==> src/sv/swm_pkg.sv <==
// Shared types and constants for the sliding-window median filter.
package swm_pkg;

    // Width of the window size register.
    localparam int CFG_BITS = 7;

    // Per-word controls broadcast from the top level to every sorted cell.
    typedef struct packed {
        logic step;        // word accepted this cycle
        logic flush;       // window treated as empty before this word goes in
        logic wipe;        // config write: drop all held samples
        logic rm_en;       // window full after insert: drop the oldest sample
        logic new_ge_old;  // incoming sample >= oldest sample
    } t_cell_ctl;

endpackage

==> src/sv/swm_cell.sv <==
// One cell of the sorted row: holds one sorted sample and one arrival tap.
module swm_cell
    import swm_pkg::*;
#(
    parameter int SAMPLE_BITS = 32
) (
    input  logic                          i_clk,
    input  logic                          i_rst_n,
    input  t_cell_ctl                     i_ctl,
    input  logic signed [SAMPLE_BITS-1:0] i_sample,
    input  logic signed [SAMPLE_BITS-1:0] i_old,
    // left neighbor (lower sorted position, newer arrival tap)
    input  logic signed [SAMPLE_BITS-1:0] i_left_val,
    input  logic                          i_left_gt,
    input  logic                          i_left_vld,
    input  logic                          i_left_ge,
    input  logic signed [SAMPLE_BITS-1:0] i_left_arr,
    // right neighbor, after insertion
    input  logic signed [SAMPLE_BITS-1:0] i_right_ins_val,
    input  logic                          i_right_ins_vld,
    output logic signed [SAMPLE_BITS-1:0] o_val,
    output logic                          o_vld_eff,
    output logic                          o_gt,
    output logic                          o_ge,
    output logic signed [SAMPLE_BITS-1:0] o_arr,
    output logic signed [SAMPLE_BITS-1:0] o_ins_val,
    output logic                          o_ins_vld,
    output logic                          o_vld
);

    logic signed [SAMPLE_BITS-1:0] r_val;
    logic signed [SAMPLE_BITS-1:0] n_val;
    logic signed [SAMPLE_BITS-1:0] r_arr;
    logic                          r_vld;
    logic                          n_vld;
    logic                          vld_eff;
    logic                          gt;
    logic                          ge;
    logic signed [SAMPLE_BITS-1:0] ins_val;
    logic                          ins_ge;
    logic                          ins_vld;
    logic                          rm;

    assign vld_eff = r_vld & ~i_ctl.flush;
    // empty cells sort above everything
    assign gt      = ~vld_eff | (r_val > i_sample);
    assign ge      = (r_val >= i_old);

    always_comb begin
        if (!gt) begin
            ins_val = r_val;
            ins_ge  = ge;
        end else if (i_left_gt) begin
            ins_val = i_left_val;
            ins_ge  = i_left_ge;
        end else begin
            ins_val = i_sample;
            ins_ge  = i_ctl.new_ge_old;
        end
    end

    assign ins_vld = i_left_vld;
    // sorted: every position at or past the leaving sample pulls from the right
    assign rm      = i_ctl.rm_en & ins_vld & ins_ge;

    always_comb begin
        if (rm) begin
            n_val = i_right_ins_val;
            n_vld = i_right_ins_vld;
        end else begin
            n_val = ins_val;
            n_vld = ins_vld;
        end
    end

    always_ff @(posedge i_clk) begin
        if (!i_rst_n) begin
            r_vld <= 1'b0;
        end else if (i_ctl.wipe) begin
            r_vld <= 1'b0;
        end else if (i_ctl.step) begin
            r_vld <= n_vld;
        end
    end

    always_ff @(posedge i_clk) begin
        if (i_ctl.step) begin
            r_val <= n_val;
            r_arr <= i_left_arr;
        end
    end

    assign o_val     = r_val;
    assign o_vld_eff = vld_eff;
    assign o_gt      = gt;
    assign o_ge      = ge;
    assign o_arr     = r_arr;
    assign o_ins_val = ins_val;
    assign o_ins_vld = ins_vld;
    assign o_vld     = r_vld;

endmodule

==> config.mk <==
export PLATFORM = sky130hd
export DESIGN_NAME = swm_cell
export DESIGN_NICKNAME = d
export VERILOG_FILES = /design/src/sv/swm_pkg.sv /design/src/sv/swm_cell.sv
export SDC_FILE = /design/constraint.sdc
export NUM_CORES = 1
export LEC_CHECK = 0
export BUFFER_PORTS_ARGS = -buffer_cell sky130_fd_sc_hd__clkbuf_2
export CAP_MARGIN = 5
export CORE_AREA = 2 2 106 108
export DETAILED_ROUTE_END_ITERATION = 7
export DIE_AREA = 0 0 108 110
export PLACE_DENSITY = 0.87
export SYNTH_ARGS = -nofsm -noshare
export SYNTH_HDL_FRONTEND = slang
export SYNTH_SLANG_ARGS = --single-unit
==> constraint.sdc <==
create_clock -name i_clk -period 6.6 [get_ports i_clk]
set_clock_uncertainty 0.05 [all_clocks]
set_input_delay 0.66 -clock i_clk [delete_from_list [all_inputs] [get_ports i_clk]]
set_output_delay 0.66 -clock i_clk [all_outputs]
set_load 0.01 [all_outputs]
== Yosys cells after proc, flatten, opt, wreduce, memory -nomap -nowiden ==
Cells that the tools add are included.

* Output and inout port bits: 101
* Logic and storage cells: 19
* Bits in registers: 65
* Bits of input ports: 171

* Mux-type cells: 6
* Reductions and logical operators: 1
* Magnitude comparators: 2
* Bitwise gates (word level): 7

{| class="wikitable"
|+ Operator list
! cell !! number
|-
| $mux 32 || 3
|-
| $ge 32x32->1 || 1
|-
| $gt 32x32->1 || 1
|-
| $and 1x1->1 || 3
|-
| $mux 1 || 3
|-
| $not 1->1 || 3
|-
| $reduce_or 2->1 || 1
|-
| $or 1x1->1 || 1
|}

== Logic depth before layout (Yosys ltp) ==
Gate-level depths: netlist of the first run.

* Word-level depth: 7
* Mapped depth: 11
* Gate-level depth less buffers: 10

== Worst setup path after synthesis of the first run ==
Ideal clock, no wire load.

* Path type: input port to output port
* From: input port i_sample[31]
* To: output port o_ins_val[10]
* Data required time: 5.890 ns
* Stages on the path: 10
* Path buffers: 1
* Data arrival time: 2.871 ns
* Slack: 3.019 ns
* Path through: inv_1 > ha_1 > nand4_1 > nor4_1 > nor3b_2 > nor3b_2 > a2111oi_4 > or2_1 > clkbuf_1 > o21ai_0

* Longest elaborated chain between the ends: 3

{| class="wikitable"
|+ Ends and longest elaborated chain
! item !! line !! source
|-
| start, declared || swm_cell.sv:10 || <nowiki>input logic signed [SAMPLE_BITS-1:0] i_sample,</nowiki>
|-
| $gt 32x32->1 || swm_cell.sv:46 || <nowiki>assign gt = ~vld_eff | (r_val > i_sample);</nowiki>
|-
| $or 1x1->1 || swm_cell.sv:46 ||
|-
| $mux 32 || swm_cell.sv:50 || <nowiki>if (!gt) begin</nowiki>
|-
| end, declared || swm_cell.sv:26 || <nowiki>output logic signed [SAMPLE_BITS-1:0] o_ins_val,</nowiki>
|}

No other way between the ends.

== Worst setup path in the final report of the first run ==
* From: register r_val[31] (netlist: o_val[31])
* To: output port o_ins_val[23]

* Longest elaborated chain between the ends: 3

{| class="wikitable"
|+ Ends and longest elaborated chain
! item !! line !! source
|-
| start, declared || swm_cell.sv:31 || <nowiki>logic signed [SAMPLE_BITS-1:0] r_val;</nowiki>
|-
| start signal, assigned || swm_cell.sv:88 || <nowiki>r_val <= n_val;</nowiki>
|-
| $gt 32x32->1 || swm_cell.sv:46 ||
|-
| $or 1x1->1 || swm_cell.sv:46 ||
|-
| $mux 32 || swm_cell.sv:50 ||
|}

No other way between the ends.

==> results of run 1 <==
sequential cells by signal (all words and copies together), names as in the netlist:
name and cells:
o_val 32, o_arr 32, o_vld 1
path summary, 6_finish.rpt:
path                                     from       endpoint  slack, ns
worst max-delay path                o_val[31]  o_ins_val[23]       1.99
worst min-delay path            i_left_arr[7]       o_arr[7]       0.42
worst max register to register      o_val[31]      o_val[31]       2.44
worst min register to register          o_vld          o_vld       0.48
per-layer routing:
metal / up-vias / track usage (%)
met5: - / 0
met3: 19 / 4.59
met2: 240 / 44.8
met4: 0 / 8.61
li1: 2209 / -
met1: 2110 / 28.0
metrics by stage:
step	instance area [um2]	setup slack [ns]	utilization, %
floorplan	4900	3.02	-
global placement	6370	2.19	59.6
detailed placement	6370	2.05	59.6
CTS	6550	1.94	61.2
global route	6550	1.72	61.2
finish	6550	1.99	61.2
cell usage in the layout, fill, tap and decap left out, types with 2 or more instances in the layout:
cell | netlist | final
sky130_fd_sc_hd__buf_4 | 1 | 5
sky130_fd_sc_hd__a221oi_1 | 2 | 2
sky130_fd_sc_hd__clkbuf_8 | 0 | 9
sky130_fd_sc_hd__nand3_1 | 8 | 8
sky130_fd_sc_hd__mux2_4 | 30 | 30
sky130_fd_sc_hd__a32o_1 | 2 | 2
sky130_fd_sc_hd__nand4_1 | 12 | 12
sky130_fd_sc_hd__nor2b_1 | 7 | 7
sky130_fd_sc_hd__a21o_1 | 5 | 5
sky130_fd_sc_hd__ha_1 | 64 | 64
sky130_fd_sc_hd__nor3_1 | 3 | 3
sky130_fd_sc_hd__nor4_1 | 3 | 3
sky130_fd_sc_hd__nand2_1 | 14 | 14
sky130_fd_sc_hd__a21oi_1 | 20 | 20
sky130_fd_sc_hd__edfxtp_1 | 64 | 64
sky130_fd_sc_hd__o211ai_1 | 3 | 3
sky130_fd_sc_hd__nand2b_1 | 2 | 2
sky130_fd_sc_hd__a211oi_1 | 2 | 2
sky130_fd_sc_hd__nor3b_2 | 2 | 2
sky130_fd_sc_hd__mux2_2 | 3 | 3
sky130_fd_sc_hd__mux2i_1 | 32 | 32
sky130_fd_sc_hd__inv_1 | 65 | 65
sky130_fd_sc_hd__nor2_1 | 6 | 6
sky130_fd_sc_hd__clkinvlp_4 | 0 | 4
sky130_fd_sc_hd__and3_1 | 2 | 2
sky130_fd_sc_hd__clkbuf_2 | 0 | 270
sky130_fd_sc_hd__o21ai_0 | 67 | 67
sky130_fd_sc_hd__o21ai_1 | 6 | 6
cell families (layout without fill, tap and decap cells):
kind of cell,Yosys count,in the layout
compound gates,115,115
fa+ha+maj,64,64
buf+inv,82,357
flops,65,65
mux,65,65
simple gates,62,62
power by group:
part	internal (mW)	switching, mW
registers	0.495	0.0256
clock network	0.137	0.174
logic	0.165	0.176
total	0.798	0.376
layout make-up:
| type | count | area (um2) | share of cell area [%] |
|---|---|---|---|
| clock buffers | 10 | 128 | 1.95 |
| clock inverters | 6 | 43.8 | 0.669 |
| inverters | 65 | 244 | 3.73 |
| multi-input cells | 306 | 2620 | 40.0 |
| flip-flops and latches | 65 | 1940 | 29.7 |
| well taps | 140 | 175 | 2.68 |
| repair buffers | 276 | 1390 | 21.3 |
worst reg2reg max path, cell delays in order, from the launching register on:
cell and delay, ns:
sky130_fd_sc_hd__edfxtp_1 0.47, sky130_fd_sc_hd__ha_1 0.38, sky130_fd_sc_hd__nand4_1 0.16, sky130_fd_sc_hd__nor4_1 0.37, sky130_fd_sc_hd__nor3b_2 0.34, sky130_fd_sc_hd__nor3b_2 0.30
sky130_fd_sc_hd__a2111oi_4 0.11, sky130_fd_sc_hd__buf_4 0.27, sky130_fd_sc_hd__o22ai_1 0.27, sky130_fd_sc_hd__nor3b_4 0.20, sky130_fd_sc_hd__buf_4 0.57, sky130_fd_sc_hd__mux2_2 0.42
==> out/summary.md, run 1 <==
VDD sags by at most 147 uV. Broken down by cell family, the worst path's largest delay share belongs to simple AND/OR/NAND/NOR gates. The tools report the antenna diode count as 0.

The via count of the first global-routing pass was 4478. After synthesis, the cell types taking the most area are sky130_fd_sc_hd__edfxtp_1 (39%), sky130_fd_sc_hd__ha_1 (16%), sky130_fd_sc_hd__mux2_4 (9.2%). Synthesis produced 453 cells. Once detail routing completed, the nets flagged for antenna violations numbered 0. The max-slew violation total from the final report is 0, and the hold violation total from the final report is 0. Summing internal, switching and leakage power gives 1.17 mW. Maximum frequency from static timing analysis: 217 MHz. In the synthesized netlist, the cells that appear most often are sky130_fd_sc_hd__o21ai_0 (67), sky130_fd_sc_hd__inv_1 (65), sky130_fd_sc_hd__edfxtp_1 (64), sky130_fd_sc_hd__ha_1 (64), sky130_fd_sc_hd__mux2i_1 (32). For the later-pin clock latency in the skew report, the log shows 0.36 ns. Among all stages on the critical path, the largest delay is contributed by sky130_fd_sc_hd__or2_1.

The cell depth of the worst hold path works out to 1. The final global-route overflow total was 0; the final layout net count was 958. Setup repair after global routing left no endpoint under its margin.

Dividing the detail-routed wire length by the instance count gives 17.1 um. At the worst endpoint, the arrival time is 3.90 ns. In this run the core area contains 38 standard-cell rows.

In the final layout, the share of cells above drive strength 1 is 45.2%. The vias per cell is 5.27, and the count of buffering cells on the critical path with inverters included is 1. For the post-detailed-placement half-perimeter wirelength, the log shows 11500 um. The floorplan die width is 108 um, and the placeable core region is 0.0107 mm2. For the post-cts repair resize count, the log shows 0.

The final instance count without filler cells came out at 868. Fill cell total of the finished layout: 898. In this run the tightest slew margin relative to its limit is 18.6%. On the final layout, the worst hold slack is 0.420 ns. Entering global routing, the biggest net connects 41 pins. The adder-cell share of the synthesized area is 16.4%, and the post-synth net total is 688. The largest incremental delay on the critical path works out to 0.69 ns. STA classifies the critical path endpoint as an output port.

After synthesis the cells add up to 0.00490 mm2. In the routed design, unresolved DRC markers number 0. Wires add up to 14900 um. Buffers inserted to repair hold after CTS numbered 0. The met3 layer wire length in the routed design is 1210 um. For this run, the detailed router's first-pass iteration total came to 5.

The global placement routability congestion was 0.778; the number of setup violations in the final report was 0. In this run, the number of DRC markers left after iteration 0 of detailed routing was 310. Clock-pin slew was measured on the worst setup and hold paths at 0.08 ns. The starting density of the core was 45.8%; the number of antenna violations at the first check in global routing was 0. The compound-gate portion of the synthesized area is 13.6%. The total length of routed met2 wires was 7600 um; the post-CTS setup buffer count was 0. Synthesis-to-finish area growth: 33.7%. The combinational family with the most area after synthesis is multiplexers. The number of cells on the critical path is 9, and the power per unit of standard cell area is 179 mW/mm2.

The worst register-to-register path has a depth of 11. In this run the number of H-tree levels came out at 3. In the final routing, the length of wire on met1 measures 5830 um.

The path class of the lowest-slack min-delay path is in2reg. The floorplan die area was 0.0119 mm2. In this run, placement finished with an instance count of 852. Counting the buffers created by CTS gives 9. The transition time at the pin with the least slew margin is 1.22 ns.

Synthesis inferred 65 register bits. Of the total synthesized cell area, the portion taken by AND, OR, NAND and NOR gates is 7.15%. The number of vias after detailed routing came out at 4578.

For the final routed database, the setup TNS stands at 0 ns. The maximum net fanout on the critical path is 33. After Yosys synthesis, XOR and XNOR cells account for 0% of the synthesized area. Data on the critical path is required at its endpoint by 5.89 ns.

The tools report the sequential area share after synthesis as 39.7%. In this run the mean area of a mapped cell was 10.8 um2. The worst setup path is launched from a flip-flop. The floorplan step set the die height to 110 um.

The most used flip-flop cell after synthesis is sky130_fd_sc_hd__edfxtp_1. After synthesis, the netlist uses 40 different library cells. Counting every sink on the clock net gives 65. The worst path needs 4.61 ns of the cycle, external delays included.

During synthesis, Yosys emitted a total of 0 warnings. Global routing consumed, over all layers together, 24.2% of the routing resources. The flow ran to the end, and the final reports show no timing, DRC or antenna violations.

Dividing the final minimum period by the clock period gives 69.8%. The count of buffers added on input and output ports is 271. sky130_fd_sc_hd__edfxtp_1 takes more of the synthesized area than any other cell. The clock root buffer master was sky130_fd_sc_hd__clkbuf_8.

Traced cell by cell, the critical path runs through ha_1 -> nand4_1 -> nor4_1 -> nor3b_2 -> nor3b_2 -> a2111oi_4 -> or2_1 -> o21ai_0 -> clkbuf_2. The tool flagged a number of max-cap violations equal to 0. Proportion of register bits with asynchronous set or reset after synthesis: 0%. The first global-routing pass estimated 21800 um of wire.

The share of synthesized area in the top cell type comes to 39.2%. By instance count, the cell type seen most on the critical path is sky130_fd_sc_hd__nor3b_2. The portion of netlist area occupied by mux cells was 16.4%.

In this run the top signal layer used is met4. In the post-synthesis netlist, the cell with the most instances is sky130_fd_sc_hd__o21ai_0. The boundary pin count was 272; the number of synthesized flops with an enable pin was 64. TritonCTS built the clock tree. The static leakage was 3.38 nW. The type of the worst setup path was reg2out. The buffer levels on the longest clock path came out at 2.
(Power assumes the default switching activity.)
==> run 2: changes to the inputs <==
CORE_AREA = unset   (was 2 2 106 108)
CORE_MARGIN = 2   (was unset)
CORE_UTILIZATION = 41   (was unset)
DIE_AREA = unset   (was 0 0 108 110)
PLACE_DENSITY = 0.83   (was 0.87)
clock period = 3.8 ns   (was 6.6 ns; I/O delays follow)
==> out/summary.md, run 2 (synthesis gave the netlist of run 1 again) <==
Setup repair after global routing could not meet its margin everywhere. Floorplan die width: 113 um (+4.9%). The run gives 59.9% (-1.3 points) as the core occupancy in the finished layout. In this run the critical register-to-register path is captured at o_val[31].

The post-route minimum period came out at 3.63 ns. The run gives 261 (-16%) as the detailed router's first-iteration violation count. The worst hold slack after final layout was 0.174 ns (-0.246 ns). The via count of the first global-routing pass came out at 4663 (+4.1%). For the worst max-slew margin expressed relative to the limit, the log shows 38.2% (+20 points). The flop-to-flop setup slack is 0.26 ns (-2.18 ns), and the static leakage is 3.60 nW (+6.4%). The global placement routability congestion is 0.801 (+3.0%). The worst setup path is launched from a flip-flop. The depth of the worst register-to-register path is 11 (unchanged). For the final antenna-violating net count, the log shows 0 (unchanged). The antenna diode count was 0 (unchanged). The maximum net fanout on the critical path is 16 (-52%). For the number of buffers created by CTS, the log shows 9 (unchanged). The tools report the clock root buffer master as sky130_fd_sc_hd__clkbuf_16. The average wire length per cell after detail routing is 16.8 um (-1.8%), and the max-slew violation total from the final report is 0 (unchanged). The standard-cell row count is 39 (+2.6%), and the total DRC errors in the routed layout is 0 (unchanged).

The run gives 0 (unchanged) as the final global-route overflow total. The count of input and output buffers is 271 (unchanged). The count of H-tree levels built during CTS is 3 (unchanged), and the largest incremental delay on the critical path is 0.44 ns (-0.25 ns). The global routing met3 resource utilization was 4.93% (+0.34 points); the post-detailed-routing wire length was 14800 um (about the same). The hold violation total from the final report was 0 (unchanged).

The tools report the largest net degree at the start of global routing as 37 (-9.8%). The number of antenna violations at the first check in global routing came out at 0 (unchanged). The number of hold buffers added after CTS is 0 (unchanged), and the final setup TNS is 0 ns (unchanged). The overall die height came out at 113 um (+3.0%). In this run the worst setup path terminates at o_ins_val[2].

Compared with the post-synthesis result, the final layout area differs by 40.8%. The cell with the biggest individual delay on the critical path is sky130_fd_sc_hd__edfxtp_1. The placeable core region was 0.0115 mm2 (+7.6%); the transition time at the pin with the least slew margin was 0.927 ns (-0.294 ns).

The tools report the starting density of the core as 42.5% (-3.3 points). The later-pin clock latency in the skew report is 0.33 ns (-0.03 ns). The most critical setup path has its startpoint at o_val[30]. Final worst-path cycle share: 95.6%. The layer flagged by global routing as most heavily used is met2. Data required time at the worst endpoint: 3.37 ns (-2.52 ns). The element type at the critical path end was an output port. Final layout net count: 971 (+1.4%). Vias per cell: 5.17 (-2.1%). Routing usage on met2: 41.8% (-3.0 points). The clock-pin transition on the worst setup and hold timing paths is 0.06 ns (-0.02 ns). The type of the worst setup path was reg2out. Origin of the critical flop-to-flop path: o_val[27]. The wire length of the first global-routing pass is 22800 um (+4.6%). The logs give 3.20 ns (-0.70 ns) for the critical path arrival and 26.8% (-1.2 points) for the met1 track demand over resource.

The path class of the tightest hold or removal check is in2reg. The run gives 272 (unchanged) as the boundary pin count. For the number of vias after detailed routing, the log shows 4566 (-0.26%). For this run, the top clock speed supported by timing is 275 MHz.

The tools report the design area as 0.00690 mm2 (+5.3%). The tools report the number of sinks on the clock net as 65 (unchanged). The library cell used most frequently in the layout, excluding fill and tap cells, is sky130_fd_sc_hd__clkbuf_2. TritonCTS built the clock tree. The number of max-cap violations came out at 0 (unchanged). Walking the worst path, the cells encountered are ha_1 -> nand4_1 -> buf_4 -> nor2_1 -> a221oi_1 -> o211ai_1 -> a32o_2 -> or2_1 -> buf_4 -> o21ai_1 -> clkbuf_2. The power after layout is 2.38 mW (+100%), and the global router's overall resource usage is 22.5% (-1.7 points). The run gives 2 (unchanged) as the buffer levels on the longest clock path.

In the layout the commonest cells are sky130_fd_sc_hd__clkbuf_2 (270), sky130_fd_sc_hd__inv_1 (65), sky130_fd_sc_hd__edfxtp_1 (64). The fraction of final layout cells sized beyond drive strength 1 is 48.4% (+3.3 points), and the floorplan die area is 0.0128 mm2 (+8.0%). The post-detailed-placement half-perimeter wirelength is 11900 um (+3.7%), and the cell area reported after detailed placement is 0.00646 mm2 (+1.4%).

The most prevalent standard cell on the critical path is sky130_fd_sc_hd__buf_4. The worst voltage drop across the vdd grid came out at 275 uV (+86%). The number of setup violations in the final report was 0 (unchanged); the power per unit of standard cell area was 345 mW/mm2 (+92%). The run finished with clean final reports. The number of iterations in the first detailed-routing pass came out at 5 (unchanged).
==> run 2: changes by cell type in the layout (fill, tap and decap cells not counted), moves of 4 or more <==
cell / before / now
sky130_fd_sc_hd__buf_4: 5 / 16
sky130_fd_sc_hd__clkbuf_16: 0 / 9
sky130_fd_sc_hd__clkbuf_8: 9 / 0
sky130_fd_sc_hd__clkinv_4: 0 / 4
sky130_fd_sc_hd__clkinvlp_4: 4 / 0
sky130_fd_sc_hd__o21ai_0: 67 / 40
sky130_fd_sc_hd__o21ai_1: 6 / 20
sky130_fd_sc_hd__o21ai_2: 0 / 13
==> run 2: worst min-delay path by stage <==
stage                        start         to  cells after the start
floorplan            i_left_arr[0]   o_arr[0]                      0
global placement             o_vld      o_vld                      2
detailed placement           o_vld      o_vld                      2
CTS                  i_left_arr[4]   o_arr[4]                      1
global route        i_left_arr[20]  o_arr[20]                      1
finish              i_left_arr[15]  o_arr[15]                      1
==> run 2: final cells by class <==
cell class | instances | area (um2)
Clock inverter | 7 | 78.8
Clock buffer | 9 | 225
Multi-Input combinational cell | 306 | 2710
Sequential cell | 65 | 1940
Fill cell | 977 | 4620
Tap cell | 143 | 179
Inverter | 65 | 244
Timing Repair Buffer | 289 | 1520
==> run 2: critical path: cells and delay by family, from the launching register on <==
kind	cells	cell delay, ns
fa+ha+maj	1	0.34
flops	1	0.44
simple gates	3	0.48
buf+inv	3	0.52
compound gates	4	1.07
==> run 2: metrics by stage <==
step | cells | setup slack, ns
3_3_place_gp | 863 | 0.284
3_5_place_dp | 863 | 0.200
6_report | 884 | 0.168
4_1_cts | 879 | 0.00508
5_1_grt | 884 | -0.0278
2_1_floorplan | 453 | 0.609
==> run 2: report_power, final <==
group	internal, mW	switching, mW	leakage (nW)	total [mW]
sequential	0.862	0.0447	0.635	0.907
clock	0.514	0.338	0.150	0.852
combinational	0.303	0.316	2.81	0.619
total	1.68	0.699	3.60	2.38
==> run 2: timing repair <==
action	4_1_cts	5_1_grt
pin swaps	0	4
gates cloned	0	0
endpoints found under the setup margin	11	32
resized for setup	3	43
buffers inserted	0	5
==> run 2: routing by layer <==
| metal | vias up | wire [um] |
|---|---|---|
| li1 | 2251 | - |
| met1 | 2123 | 6020 |
| met5 | - | 0 |
| met4 | 0 | 148 |
| met2 | 180 | 7770 |
| met3 | 12 | 911 |
==> run 3: changes to the inputs <==
CELL_PAD_IN_SITES_DETAIL_PLACEMENT = 0   (was unset)
CELL_PAD_IN_SITES_GLOBAL_PLACEMENT = 2   (was unset)
CORE_UTILIZATION = 23   (was 41)
PLACE_DENSITY = 0.81   (was 0.83)
==> out/summary.md, run 3 (synthesis gave the netlist of run 1 again) <==
The via count of the first global-routing pass came out at 4477 (-4.0%). The buffer levels on the longest clock path came out at 2 (unchanged). The placeable core region is 0.0210 mm2 (+82%), and the part of the power in combinational logic is 25.6% (-0.4 points).

The cell area reported after detailed placement was 0.00664 mm2 (+2.7%); the vias per cell was 4.44 (-14%). The tools report the element type at the critical path end as an output port. The max-slew violation total from the final report is 0 (unchanged), and the final instance count without filler cells is 1013 (+15%). The count of buffering cells on the critical path with inverters included is 2 (-1). The number of cells on the critical path is 10 (-1), and the floorplan die width is 150 um (+32%).

The worst slack after detailed placement is 0.0747 ns (-0.125 ns), and the total DRC errors in the routed layout is 0 (unchanged). The clock-pin transition on the worst setup and hold timing paths was 0.06 ns (about the same). The tools report the final setup slack of the worst path as 0.159 ns (-0.00901 ns).

The number of vias after detailed routing is 4494 (-1.6%). The library cells used most frequently in the layout, excluding fill and tap cells, are sky130_fd_sc_hd__clkbuf_2 (270), sky130_fd_sc_hd__inv_1 (65), sky130_fd_sc_hd__ha_1 (64), sky130_fd_sc_hd__edfxtp_1 (64), sky130_fd_sc_hd__o21ai_0 (40). TritonCTS built the clock tree. In this run the clock root is driven by a sky130_fd_sc_hd__clkbuf_16. The later-pin clock latency in the skew report was 0.35 ns (+0.02 ns).

The post-detailed-placement half-perimeter wirelength is 13600 um (+14%), and the count of input and output buffers is 271 (unchanged). The final setup TNS was 0 ns (unchanged); the total internal power was 1.68 mW (-0.17%). The final global-route overflow total was 0 (unchanged); the starting density of the core was 23.4% (-19 points). The design area came out at 0.00703 mm2 (+1.9%).

The worst setup path is of the reg2out kind. The detailed router's first-iteration violation count is 132 (-49%), and the final worst-path cycle share is 95.8% (+0.24 points). The logs give 0.159 ns (-0.0145 ns) for the worst hold slack after final layout and 0 (unchanged) for the number of hold buffers added after CTS.

The run finished with clean final reports. The fraction of final layout cells sized beyond drive strength 1 was 47.6% (-0.89 points). The cell depth of the worst hold path is 1 (unchanged).

The static leakage was 3.56 nW (-0.89%). Overall die height: 150 um (+32%). The wire length of the first global-routing pass is 24900 um (+9.3%), and the power per unit of standard cell area is 343 mW/mm2 (-0.51%).

STA classifies the critical path startpoint as a flip-flop. The run gives 0 (unchanged) as the final antenna-violating net count. For the antenna diode count, the log shows 0 (unchanged). The worst voltage drop across the vdd grid was 187 uV (-32%). The run gives 0.792 (-1.2%) as the global placement routability congestion.

The area growth from synthesis to layout is 43.5%. Number of placed cells counting well taps: 994 (+15%). Setup repair after global routing could not meet its margin everywhere. The depth of the worst register-to-register path is 11 (unchanged), and the maximum net fanout on the critical path is 25 (+9). In this design, the largest share of critical-path delay is due to simple AND/OR/NAND/NOR gates.

Average wire length per cell after detail routing: 16.9 um (+0.70%). Leaving out fill and tap cells, the most frequent cell in the layout is sky130_fd_sc_hd__clkbuf_2. The number of iterations in the first detailed-routing pass came out at 4 (-1). The global router's overall resource usage is 14.9% (-7.7 points), and the number of sinks on the clock net is 65 (unchanged). The logs give 735 uW (+5.1%) for the net load switching power and 38.4% (+0.21 points) for the worst max-slew margin expressed relative to the limit. Walking the worst path, the cells encountered are ha_1 -> nand4_1 -> nor4_2 -> nor3b_4 -> nor3b_4 -> a2111oi_4 -> or2_4 -> buf_12 -> o21ai_1 -> clkbuf_2. For the relative contribution of sequential cells to total power, the log shows 37.6% (-0.5 points). Path class of the lowest-slack min-delay path: in2reg. The run gives 272 (unchanged) as the boundary pin count. Largest incremental delay on the critical path: 0.45 ns (about the same).

The maximum frequency from static timing analysis was 275 MHz (-0.25%); the critical path arrival was 3.21 ns (about the same). The number of setup violations in the final report is 0 (unchanged). The standard-cell row count is 53 (+36%), and the number of buffers created by CTS is 9 (unchanged). The fill cell total of the finished layout is 2228 (+130%), and the count of H-tree levels built during CTS is 3 (unchanged).

The post-route minimum period was 3.64 ns (+0.00901 ns); the transition time at the pin with the least slew margin was 0.924 ns (-0.00309 ns). The run gives 968 (-0.31%) as the final layout net count. The number of antenna violations at the first check in global routing is 0 (unchanged), and the hold violation total from the final report is 0 (unchanged). The post-detailed-routing wire length came out at 17100 um (+15%). The number of max-cap violations is 0 (unchanged), and the switching share of power is 30.5% (+1.1 points). The largest net degree at the start of global routing was 68 (+84%). For this design, the slowest cell found on the critical path is sky130_fd_sc_hd__edfxtp_1. For the floorplan die area, the log shows 0.0225 mm2 (+75%).

The data required time at the worst endpoint was 3.37 ns (about the same); the clock network power share was 36.8% (+1.0 points). By instance count, the cell type seen most on the critical path is sky130_fd_sc_hd__nor3b_4.
## run 3: power groups by stage
stage / sequential [mW] / combinational (mW) / clock (mW)
2_1_floorplan: 0.938 / 0.300 / 0
3_3_place_gp: 0.920 / 0.611 / 0
3_5_place_dp: 0.922 / 0.612 / 0
4_1_cts: 0.907 / 0.618 / 0.925
5_1_grt: 0.913 / 0.691 / 0.949
6_report: 0.906 / 0.617 / 0.887
## run 3: per-layer routing
layer	vias up	part of all wire, %	track usage, %
li1	2236	-	-
met1	2044	42	17.9
met2	200	49	26.4
met3	14	8.2	4.02
met4	0	1.0	3.35
met5	-	0	0
## run 3: timing repair
item                       4_1_cts  5_1_grt
setup endpoints to repair       29       32
pin swaps                        1        3
resized for setup                5       36
cloned                           0        0
setup buffers                    0        3
## run 3: cell type report
cell class | count | area [um2] | share of cell area (%)
inverters | 65 | 244 | 3.47
clock buffers | 9 | 225 | 3.21
well taps | 275 | 344 | 4.90
clock inverters | 7 | 80.1 | 1.14
repair buffers | 286 | 1510 | 21.5
multi-input cells | 306 | 2680 | 38.2
flip-flops and latches | 65 | 1940 | 27.6
## run 3: worst register-to-register path, delay by kind of cell (launching register included)
family / cells / cell delay (ns)
buf+inv: 3 / 0.60
flops: 1 / 0.45
simple gates: 4 / 1.15
compound gates: 2 / 0.37
mux: 1 / 0.36
fa+ha+maj: 1 / 0.34
## run 3: final timing paths
kind                 start             to  slack, ns
min reg2reg          o_vld          o_vld       0.48
min          i_left_arr[2]       o_arr[2]       0.16
max              o_val[25]  o_ins_val[14]       0.16
max reg2reg      o_val[25]      o_val[31]       0.23
## run 3: metrics by stage
step | util [%] | power, mW
after floorplan | - | 1.24
after global placement | 31.7 | 1.53
after detailed placement | 31.7 | 1.53
after CTS | 33.2 | 2.45
after global routing | 33.5 | 2.55
final | 33.5 | 2.41
